### src/rtl/vrs_pkg.sv
// Package for the vector reduction statistics block.
// Holds field widths, payload types and state encodings; used by every rtl file but vrs_sub.
package vrs_pkg;

  // Fixed payload widths
  localparam int ELEM_W      = 16;
  localparam int IDX_W       = 10;
  localparam int NORM_W      = 21;
  localparam int MAX_LEN_DEF = 1024;

  typedef logic signed [ELEM_W-1:0] elem_t;
  typedef logic        [IDX_W-1:0]  idx_t;
  typedef logic        [NORM_W-1:0] norm_t;

  // Top level sequencer
  typedef enum logic [1:0] {
    ST_ACC,
    ST_START,
    ST_CALC,
    ST_LOAD
  } top_state_t;

  // Divide / square root sequencer
  typedef enum logic [2:0] {
    IT_IDLE,
    IT_DIV,
    IT_MEAN,
    IT_SQRT,
    IT_DONE
  } iter_state_t;

endpackage

### src/rtl/vrs_sub.sv
// Shared subtract and compare unit for the divide and square root steps.
// Depends on nothing.
module vrs_sub #(
  parameter int W = 16
) (
  input  logic [W-1:0] a,
  input  logic [W-1:0] b,
  output logic [W-1:0] diff,
  output logic         ge
);

  // One wide subtract; the borrow gives the compare
  logic [W:0] full;

  assign full = {1'b0, a} - {1'b0, b};
  assign diff = full[W-1:0];
  assign ge   = ~full[W];

endmodule

### src/rtl/vrs_accum.sv
// Running statistics over one vector: sum, sum of squares, extremes and positions.
// Depends on vrs_pkg.
module vrs_accum #(
  parameter int MAX_LEN = vrs_pkg::MAX_LEN_DEF,
  parameter int CW      = 11,
  parameter int SW      = 27,
  parameter int SQW     = 43
) (
  input  logic                 clk,
  input  logic                 rst_n,
  input  logic                 take,
  input  vrs_pkg::elem_t       elem,
  input  logic                 clear,
  output logic signed [SW-1:0] sum,
  output logic [SQW-1:0]       sqsum,
  output logic [CW-1:0]        count,
  output vrs_pkg::elem_t       min_val,
  output vrs_pkg::elem_t       max_val,
  output logic [CW-1:0]        min_pos,
  output logic [CW-1:0]        max_pos,
  output logic                 ovf
);

  localparam int          SQ_W = 2 * vrs_pkg::ELEM_W;
  localparam logic [CW-1:0] FULL_CNT = CW'(MAX_LEN);

  logic signed [SW-1:0] sum_r, sum_nxt;
  logic [SQW-1:0]       sqsum_r, sqsum_nxt;
  logic [CW-1:0]        cnt_r, cnt_nxt;
  vrs_pkg::elem_t       min_r, min_nxt, max_r, max_nxt;
  logic [CW-1:0]        minp_r, minp_nxt, maxp_r, maxp_nxt;
  logic                 ovf_r, ovf_nxt;
  logic [SQ_W-1:0]      sq_r, sq_nxt;
  logic                 sqv_r, sqv_nxt;

  // Update rules; the square is registered and added to the sum of squares in the following cycle
  always_comb begin
    sum_nxt   = sum_r;
    sqsum_nxt = sqsum_r;
    cnt_nxt   = cnt_r;
    min_nxt   = min_r;
    max_nxt   = max_r;
    minp_nxt  = minp_r;
    maxp_nxt  = maxp_r;
    ovf_nxt   = ovf_r;
    sq_nxt    = sq_r;
    sqv_nxt   = 1'b0;
    if (sqv_r) begin
      sqsum_nxt = sqsum_r + SQW'(sq_r);
    end
    if (clear) begin
      sum_nxt   = '0;
      sqsum_nxt = '0;
      cnt_nxt   = '0;
      min_nxt   = '0;
      max_nxt   = '0;
      minp_nxt  = '0;
      maxp_nxt  = '0;
      ovf_nxt   = 1'b0;
    end else if (take) begin
      if (cnt_r == FULL_CNT) begin
        ovf_nxt = 1'b1;
      end else begin
        sum_nxt = sum_r + SW'(elem);
        // full-width signed product, always non-negative
        sq_nxt  = $unsigned(SQ_W'(elem) * SQ_W'(elem));
        sqv_nxt = 1'b1;
        cnt_nxt = cnt_r + 1'b1;
        if (cnt_r == '0) begin
          min_nxt  = elem;
          max_nxt  = elem;
          minp_nxt = '0;
          maxp_nxt = '0;
        end else begin
          if (elem < min_r) begin
            min_nxt  = elem;
            minp_nxt = cnt_r;
          end
          if (elem > max_r) begin
            max_nxt  = elem;
            maxp_nxt = cnt_r;
          end
        end
      end
    end
  end

  always_ff @(posedge clk) begin
    if (!rst_n) begin
      sum_r   <= '0;
      sqsum_r <= '0;
      cnt_r   <= '0;
      min_r   <= '0;
      max_r   <= '0;
      minp_r  <= '0;
      maxp_r  <= '0;
      ovf_r   <= 1'b0;
      sqv_r   <= 1'b0;
    end else begin
      sum_r   <= sum_nxt;
      sqsum_r <= sqsum_nxt;
      cnt_r   <= cnt_nxt;
      min_r   <= min_nxt;
      max_r   <= max_nxt;
      minp_r  <= minp_nxt;
      maxp_r  <= maxp_nxt;
      ovf_r   <= ovf_nxt;
      sqv_r   <= sqv_nxt;
    end
  end

  // Square product register, payload only
  always_ff @(posedge clk) begin
    sq_r <= sq_nxt;
  end

  assign sum     = sum_r;
  assign sqsum   = sqsum_r;
  assign count   = cnt_r;
  assign min_val = min_r;
  assign max_val = max_r;
  assign min_pos = minp_r;
  assign max_pos = maxp_r;
  assign ovf     = ovf_r;

endmodule

### src/rtl/vrs_iter.sv
// Iterative mean divider and integer square root over one shared subtractor.
// Depends on vrs_pkg and vrs_sub.
module vrs_iter #(
  parameter int CW  = 11,
  parameter int SW  = 27,
  parameter int SQW = 43
) (
  input  logic                 clk,
  input  logic                 rst_n,
  input  logic                 start,
  input  logic signed [SW-1:0] sum,
  input  logic [CW-1:0]        count,
  input  logic [SQW-1:0]       sqsum,
  output logic                 done,
  output vrs_pkg::elem_t       mean,
  output vrs_pkg::norm_t       norm
);

  localparam int RW  = (SQW + 1) / 2;
  localparam int AW  = (SW > RW) ? SW : RW;
  localparam int OW  = (SW > 2 * RW) ? SW : 2 * RW;
  localparam int UW  = (CW + 1 > RW + 3) ? CW + 1 : RW + 3;
  localparam int STW = $clog2(AW);
  localparam logic [STW-1:0] DIV_LAST  = STW'(SW - 1);
  localparam logic [STW-1:0] SQRT_LAST = STW'(RW - 1);

  vrs_pkg::iter_state_t state_r, state_nxt;
  logic [UW-1:0]  rem_r, rem_nxt;
  logic [AW-1:0]  acc_r, acc_nxt;
  logic [OW-1:0]  opd_r, opd_nxt;
  logic [STW-1:0] step_r, step_nxt;
  logic           neg_r, neg_nxt;
  vrs_pkg::elem_t mean_r, mean_nxt;

  logic [UW-1:0]  sub_a, sub_b, sub_diff;
  logic           sub_ge;
  logic [SW-1:0]  mag, quo, quo_neg;

  vrs_sub #(.W(UW)) u_sub (
    .a    (sub_a),
    .b    (sub_b),
    .diff (sub_diff),
    .ge   (sub_ge)
  );

  assign mag     = sum[SW-1] ? -sum : sum;
  assign quo     = acc_r[SW-1:0];
  assign quo_neg = -quo;

  // Operand select: restoring divide takes one dividend bit, root takes two
  always_comb begin
    if (state_r == vrs_pkg::IT_SQRT) begin
      sub_a = UW'({rem_r, opd_r[2*RW-1 -: 2]});
      sub_b = UW'({acc_r, 2'b01});
    end else begin
      sub_a = UW'({rem_r, opd_r[SW-1]});
      sub_b = UW'(count);
    end
  end

  // Sequencer and datapath next values
  always_comb begin
    state_nxt = state_r;
    rem_nxt   = rem_r;
    acc_nxt   = acc_r;
    opd_nxt   = opd_r;
    step_nxt  = step_r;
    neg_nxt   = neg_r;
    mean_nxt  = mean_r;
    done      = 1'b0;
    unique case (state_r)
      vrs_pkg::IT_IDLE: begin
        if (start) begin
          neg_nxt   = sum[SW-1];
          opd_nxt   = OW'(mag);
          rem_nxt   = '0;
          acc_nxt   = '0;
          step_nxt  = '0;
          state_nxt = vrs_pkg::IT_DIV;
        end
      end
      vrs_pkg::IT_DIV: begin
        rem_nxt  = sub_ge ? sub_diff : sub_a;
        acc_nxt  = {acc_r[AW-2:0], sub_ge};
        opd_nxt  = opd_r << 1;
        step_nxt = step_r + 1'b1;
        if (step_r == DIV_LAST) begin
          state_nxt = vrs_pkg::IT_MEAN;
        end
      end
      vrs_pkg::IT_MEAN: begin
        // Zero count guard; then load the root operand
        if (count == '0) begin
          mean_nxt = '0;
        end else begin
          mean_nxt = vrs_pkg::elem_t'(neg_r ? quo_neg : quo);
        end
        opd_nxt   = OW'(sqsum);
        rem_nxt   = '0;
        acc_nxt   = '0;
        step_nxt  = '0;
        state_nxt = vrs_pkg::IT_SQRT;
      end
      vrs_pkg::IT_SQRT: begin
        rem_nxt  = sub_ge ? sub_diff : sub_a;
        acc_nxt  = {acc_r[AW-2:0], sub_ge};
        opd_nxt  = opd_r << 2;
        step_nxt = step_r + 1'b1;
        if (step_r == SQRT_LAST) begin
          state_nxt = vrs_pkg::IT_DONE;
        end
      end
      vrs_pkg::IT_DONE: begin
        done      = 1'b1;
        state_nxt = vrs_pkg::IT_IDLE;
      end
      default: begin
        state_nxt = vrs_pkg::IT_IDLE;
      end
    endcase
  end

  always_ff @(posedge clk) begin
    if (!rst_n) begin
      state_r <= vrs_pkg::IT_IDLE;
      step_r  <= '0;
    end else begin
      state_r <= state_nxt;
      step_r  <= step_nxt;
    end
  end

  // Working registers, payload only
  always_ff @(posedge clk) begin
    rem_r  <= rem_nxt;
    acc_r  <= acc_nxt;
    opd_r  <= opd_nxt;
    neg_r  <= neg_nxt;
    mean_r <= mean_nxt;
  end

  assign mean = mean_r;
  assign norm = vrs_pkg::norm_t'(acc_r);

endmodule

### src/rtl/vector_reduction_stats_top.sv
// Top level of the vector reduction statistics block: handshakes and result register.
// Depends on vrs_pkg, vrs_accum and vrs_iter.
//
//  channel | ports                                               | moves
//  --------+-----------------------------------------------------+---------------------------
//  in      | in_valid, in_ready, in_element, in_last             | one vector element a word
//  out     | out_valid, out_ready, out_min_value ... out_overflow | one result word per vector
//
// Elements are taken one per cycle while in_ready is high. The closing word starts the
// divide and root on one shared subtractor, with in_ready low throughout: SW = 16 +
// clog2(MAX_LEN+1) divide steps and RW = ceil((32 + clog2(MAX_LEN+1))/2) root
// steps. Reset is synchronous and clears all sums.
// A waiting result does not block the next vector's elements; if it still waits
// when that vector's stats are ready, in_ready stays low until out_ready.
module vector_reduction_stats_top #(
  parameter int MAX_LEN = vrs_pkg::MAX_LEN_DEF
) (
  input  logic           clk,
  input  logic           rst_n,
  input  logic           in_valid,
  output logic           in_ready,
  input  vrs_pkg::elem_t in_element,
  input  logic           in_last,
  output logic           out_valid,
  input  logic           out_ready,
  output vrs_pkg::elem_t out_min_value,
  output vrs_pkg::elem_t out_max_value,
  output vrs_pkg::idx_t  out_min_index,
  output vrs_pkg::idx_t  out_max_index,
  output vrs_pkg::elem_t out_mean_value,
  output vrs_pkg::norm_t out_norm_value,
  output logic           out_overflow
);

  localparam int CW  = $clog2(MAX_LEN + 1);
  localparam int SW  = vrs_pkg::ELEM_W + CW;
  localparam int SQW = 2 * vrs_pkg::ELEM_W + CW;

  vrs_pkg::top_state_t state_r, state_nxt;
  logic take, clear, start, load, it_done;

  logic signed [SW-1:0] sum;
  logic [SQW-1:0]       sqsum;
  logic [CW-1:0]        count, min_pos, max_pos;
  vrs_pkg::elem_t       min_val, max_val, mean;
  vrs_pkg::norm_t       norm;
  logic                 ovf;

  logic           ov_r, ov_nxt;
  vrs_pkg::elem_t omin_r, omax_r, omean_r;
  vrs_pkg::idx_t  ominp_r, omaxp_r;
  vrs_pkg::norm_t onorm_r;
  logic           oovf_r;

  assign in_ready = (state_r == vrs_pkg::ST_ACC);
  assign take     = in_valid && in_ready;

  vrs_accum #(
    .MAX_LEN (MAX_LEN),
    .CW      (CW),
    .SW      (SW),
    .SQW     (SQW)
  ) u_accum (
    .clk     (clk),
    .rst_n   (rst_n),
    .take    (take),
    .elem    (in_element),
    .clear   (clear),
    .sum     (sum),
    .sqsum   (sqsum),
    .count   (count),
    .min_val (min_val),
    .max_val (max_val),
    .min_pos (min_pos),
    .max_pos (max_pos),
    .ovf     (ovf)
  );

  vrs_iter #(
    .CW  (CW),
    .SW  (SW),
    .SQW (SQW)
  ) u_iter (
    .clk   (clk),
    .rst_n (rst_n),
    .start (start),
    .sum   (sum),
    .count (count),
    .sqsum (sqsum),
    .done  (it_done),
    .mean  (mean),
    .norm  (norm)
  );

  // Vector sequencer: accumulate, start, wait for the unit, hand off the result
  always_comb begin
    state_nxt = state_r;
    start     = 1'b0;
    load      = 1'b0;
    clear     = 1'b0;
    unique case (state_r)
      vrs_pkg::ST_ACC: begin
        if (take && in_last) begin
          state_nxt = vrs_pkg::ST_START;
        end
      end
      vrs_pkg::ST_START: begin
        start     = 1'b1;
        state_nxt = vrs_pkg::ST_CALC;
      end
      vrs_pkg::ST_CALC: begin
        if (it_done) begin
          state_nxt = vrs_pkg::ST_LOAD;
        end
      end
      vrs_pkg::ST_LOAD: begin
        if (!ov_r || out_ready) begin
          load      = 1'b1;
          clear     = 1'b1;
          state_nxt = vrs_pkg::ST_ACC;
        end
      end
      default: begin
        state_nxt = vrs_pkg::ST_ACC;
      end
    endcase
  end

  always_comb begin
    if (load) begin
      ov_nxt = 1'b1;
    end else if (out_ready) begin
      ov_nxt = 1'b0;
    end else begin
      ov_nxt = ov_r;
    end
  end

  always_ff @(posedge clk) begin
    if (!rst_n) begin
      state_r <= vrs_pkg::ST_ACC;
      ov_r    <= 1'b0;
    end else begin
      state_r <= state_nxt;
      ov_r    <= ov_nxt;
    end
  end

  // Result word register
  always_ff @(posedge clk) begin
    if (load) begin
      omin_r  <= min_val;
      omax_r  <= max_val;
      ominp_r <= vrs_pkg::idx_t'(min_pos);
      omaxp_r <= vrs_pkg::idx_t'(max_pos);
      omean_r <= mean;
      onorm_r <= norm;
      oovf_r  <= ovf;
    end
  end

  assign out_valid      = ov_r;
  assign out_min_value  = omin_r;
  assign out_max_value  = omax_r;
  assign out_min_index  = ominp_r;
  assign out_max_index  = omaxp_r;
  assign out_mean_value = omean_r;
  assign out_norm_value = onorm_r;
  assign out_overflow   = oovf_r;

  // The closing word shuts the input until the result is handed off
  a_close_stops_input: assert property (@(posedge clk) disable iff (!rst_n)
    take && in_last |=> !in_ready)
    else $error("input still open after closing word");

  // A result word appears only out of the hand-off state
  a_valid_from_load: assert property (@(posedge clk) disable iff (!rst_n)
    $rose(out_valid) |-> $past(state_r == vrs_pkg::ST_LOAD))
    else $error("result word raised outside hand-off");

  // The shared unit finishes only while the sequencer waits for it
  a_done_in_calc: assert property (@(posedge clk) disable iff (!rst_n)
    it_done |-> state_r == vrs_pkg::ST_CALC)
    else $error("unit finished while not in use");

  // The element count never passes the length limit
  a_count_limit: assert property (@(posedge clk) disable iff (!rst_n)
    count <= CW'(MAX_LEN))
    else $error("element count beyond length limit");

endmodule

### config.mk
export PLATFORM = sky130hd
export DESIGN_NAME = vector_reduction_stats_top
export DESIGN_NICKNAME = d
export VERILOG_FILES = /design/src/rtl/vrs_pkg.sv /design/src/rtl/vrs_sub.sv /design/src/rtl/vrs_accum.sv /design/src/rtl/vrs_iter.sv /design/src/rtl/vector_reduction_stats_top.sv
export SDC_FILE = /design/constraint.sdc
export NUM_CORES = 1
export LEC_CHECK = 0
export BUFFER_PORTS_ARGS = -buffer_cell sky130_fd_sc_hd__buf_2
export CORE_ASPECT_RATIO = 1.5
export CORE_MARGIN = 3
export CORE_UTILIZATION = 45
export CTS_BUF_LIST = sky130_fd_sc_hd__clkbuf_2
export DETAILED_ROUTE_END_ITERATION = 6
export GPL_TIMING_DRIVEN = 0
export HOLD_SLACK_MARGIN = 0.02
export PLACE_DENSITY = 0.65
export SETUP_SLACK_MARGIN = 0.4
export SLEW_MARGIN = 0
export SYNTH_ARGS = -nofsm -noshare
export SYNTH_HDL_FRONTEND = slang
export SYNTH_SLANG_ARGS = --single-unit
### constraint.sdc
create_clock -name clk -period 8.7 [get_ports clk]
set_input_delay 0.435 -clock clk [delete_from_list [all_inputs] [get_ports clk]]
set_output_delay 0.435 -clock clk [all_outputs]
set_load 0.02 [all_outputs]
==> impl_metrics.yaml <==
routing:
  drt_iter0_drc: 1356
  drc: 0
  drtPass1Iterations: 5
  via_count: 23503
  wl_per_cell_um: 19.6
  ant_nets: 0
  finalWirelength_um: 83300
  avgViaCountPerCell: 5.52
cells_and_area:
  nets: 3779
  syn_to_final_growth_pct: 9.48
  layout-drive-gt1-share_pct: 10.4
  layout_commonest_cell: "inv_1"
  post-route-util_pct: 50.1
  layoutNonFillerInstCount: 4255
  final_cell_mix: "436 x inv_1, 301 x nand2_1, 243 x nor2_1, 235 x fa_1, 229 x edfxtp_1"
logic_synthesis:
  synthFlopType: "edfxtp_1"
  synth.cell_area_sq_um: 29700
  yosysSeqAreaShare_pct: 33.0
  avgSynthCellArea_sq_um: 9.64
  synth_top_area_cell: "edfxtp_1"
  netlist_instances: 3081
  synth_nets: 3552
  ys_ff_latch: 375
  synth_edf_count: 229
  yosys.area.top_type_share_pct: 23.2
  async_flop_share_pct: 0
  yosysWarningCount: 0
  synth_area_leaders: "edfxtp_1 23%, fa_1 16%, dfxtp_1 9.8%"
  synthDistinctLibCells: 84
clock_network:
  cts_max_level: 3
  clk_latency_ns: 1.17
  post_cts_resized: 0
  cts_setup_buffers: 0
  hold_buffers: 17
  cts_buffers: 92
  cts_tree: "yes"
  clockBufferDepth: 3
  cts_sinks: 375
  path_clk_slew_ns: 0.09
  clockRootBuffer: "clkbuf_2"
placed_design:
  place_hpwl_um: 65200
  place_ws_ns: -0.287
  place.gp.congestion: 0.928
  dpl.cell_count: 4067
  numPortBuffers: 112
grt:
  grt_max_degree: 76
  grt_pass1_wl_um: 129000
  gr-total-overflow: 0
  antenna_found_initial: 3
  track_usage_pct: 23.9
  grt_pass1_vias: 24140
worst_setup_path:
  critPathMaxFanout: 10
  endpoint_kind: "flip-flop"
  critical_path_arrival_ns: 8.77
  cp-start-kind: "input port"
  worstSetupPathType: "in -> reg"
  critPathRequiredTime_ns: 9.57
sta:
  relSlewSlack_pct: 23.3
  finClkSkew_ns: 0.145
  fin_ws_ns: 0.801
  clock.fmax_ghz: 0.127
  period_needed_ns: 7.90
  grt_setup_unrepaired: "no"
  hold_viol: 0
  tightest_slew_ns: 1.15
  whs_ns: 0.148
  drv_slew: 0
  finalSetupViolCount: 0
  finalCritPeriodShare_pct: 90.8
die:
  die_h_um: 321
  io_pins: 113
  die_w_um: 216
  rows: 114
  core_sq_um: 64900
  dieArea_sq_um: 69200
  initial_core_util_pct: 45.7
run:
  drv_cap: 0
status:
  outcome: "finished clean"
min_path:
  worstHoldPathType: "in -> reg"
## metrics by stage
step	instance area (sq um)	TNS (ns)
2_1_floorplan	29700	0
3_3_place_gp	31300	-0.310
3_5_place_dp	31400	-0.411
4_1_cts	32500	0
5_1_grt	32500	0
6_report	32500	0
## state kept, by name, summed over array words and instances, names as in the netlist, 2 cells and up
signal           cells
u_accum.sq_r        31
u_accum.min_pos     10
u_iter.step_r        5
u_iter.state_r       3
u_accum.sum         27
u_iter.acc_r        23
u_accum.max_pos     10
out_max_index       10
u_accum.min_val     16
out_mean_value      16
u_accum.sqsum       43
out_max_value       16
u_iter.rem_r        24
out_min_value       16
u_accum.count       11
out_min_index       10
u_iter.opd_r        44
u_accum.max_val     16
state_r              2
u_iter.mean         16
out_norm_value      21
## cell usage after synthesis (all sizes together), types with 6 or more instances
cell type	number
a211oi	29
a21o	53
a21oi	137
a22oi	32
a311o	12
a31o	7
a31oi	19
and2	56
and3	16
buf	29
clkbuf	105
dfxtp	146
edfxtp	229
fa	235
ha	215
inv	438
mux2	38
mux2i	92
nand2	301
nand2b	24
nand3	64
nand4	32
nor2	247
nor2b	15
nor3	22
nor4	20
o211ai	18
o21a	15
o21ai	77
o21bai	10
o22a	10
o22ai	25
o311ai	9
o31ai	17
o41ai	8
or2	10
or3	34
or4	6
xnor2	89
xor2	71
## logic make-up (layout without fill, tap and decap cells)
family | after synthesis | count (layout) | synth area share (%)
and+or+nand+nor | 860 | 860 | 13.3
AOI/OAI and AO/OA | 530 | 530 | 12.1
muxes | 130 | 130 | 4.54
DFF | 375 | 375 | 33.0
adders and majority gates | 450 | 450 | 24.9
other | 0 | 3 | 0
xor gates and xnor gates | 160 | 160 | 4.72
buffers and inverters | 576 | 877 | 7.39
## metal layers
layer,global-route usage [%],vias up,wire length (um)
met3,3.38,267,4300
met4,16.3,0,6220
met2,44.0,787,43500
li1,-,11005,-
met1,25.2,11444,29300
met5,0,-,0
## worst max-delay path, cell delays in order
cell and delay (ns):
dlygate4sd3_1 0.53, buf_2 0.31, clkbuf_1 0.57, clkbuf_1 0.61, nand2_1 0.23, fa_1 0.56, inv_1 0.05, fa_1 0.47
fa_1 0.54, fa_1 0.54, fa_1 0.64, inv_1 0.08, fa_1 0.53, inv_1 0.04, ha_1 0.40, nand2_1 0.11
nor3_1 0.31, or3b_2 0.48, o211a_1 0.23, o31ai_1 0.49, a221o_1 0.26, a21oi_1 0.07, xor2_1 0.27
## cell type report
cell class | count | area, sq um
Antenna cell | 3 | 7.51
Buffer | 134 | 536
Clock buffer | 129 | 646
Clock inverter | 39 | 233
Fill cell | 6155 | 32400
Inverter | 442 | 1660
Multi-Input combinational cell | 2130 | 17700
Sequential cell | 375 | 9800
Tap cell | 870 | 1090
Timing Repair Buffer | 133 | 813
## final timing paths
| kind | startpoint | end | slack (ns) | depth (start not counted) |
|---|---|---|---|---|
| worst max register to register | u_iter.state_r[2]$_SDFFE_PN0P_ | u_iter.rem_r[20]$_SDFFCE_PN0P_ | 2.93 | 19 |
| worst max-delay path | in_element[6] | u_accum.sq_r[31]$_DFFE_PP_ | 0.80 | 23 |
| worst min register to register | u_iter.mean[8]$_SDFFCE_PP0N_ | out_mean_value[8]$_DFFE_PP_ | 0.42 | 0 |
| worst min-delay path | in_element[11] | u_accum.sum[11]$_SDFFE_PP0P_ | 0.15 | 5 |
Power is not shown: default switching activity piles up to over one toggle a cycle in this logic, so the estimate is an artifact.
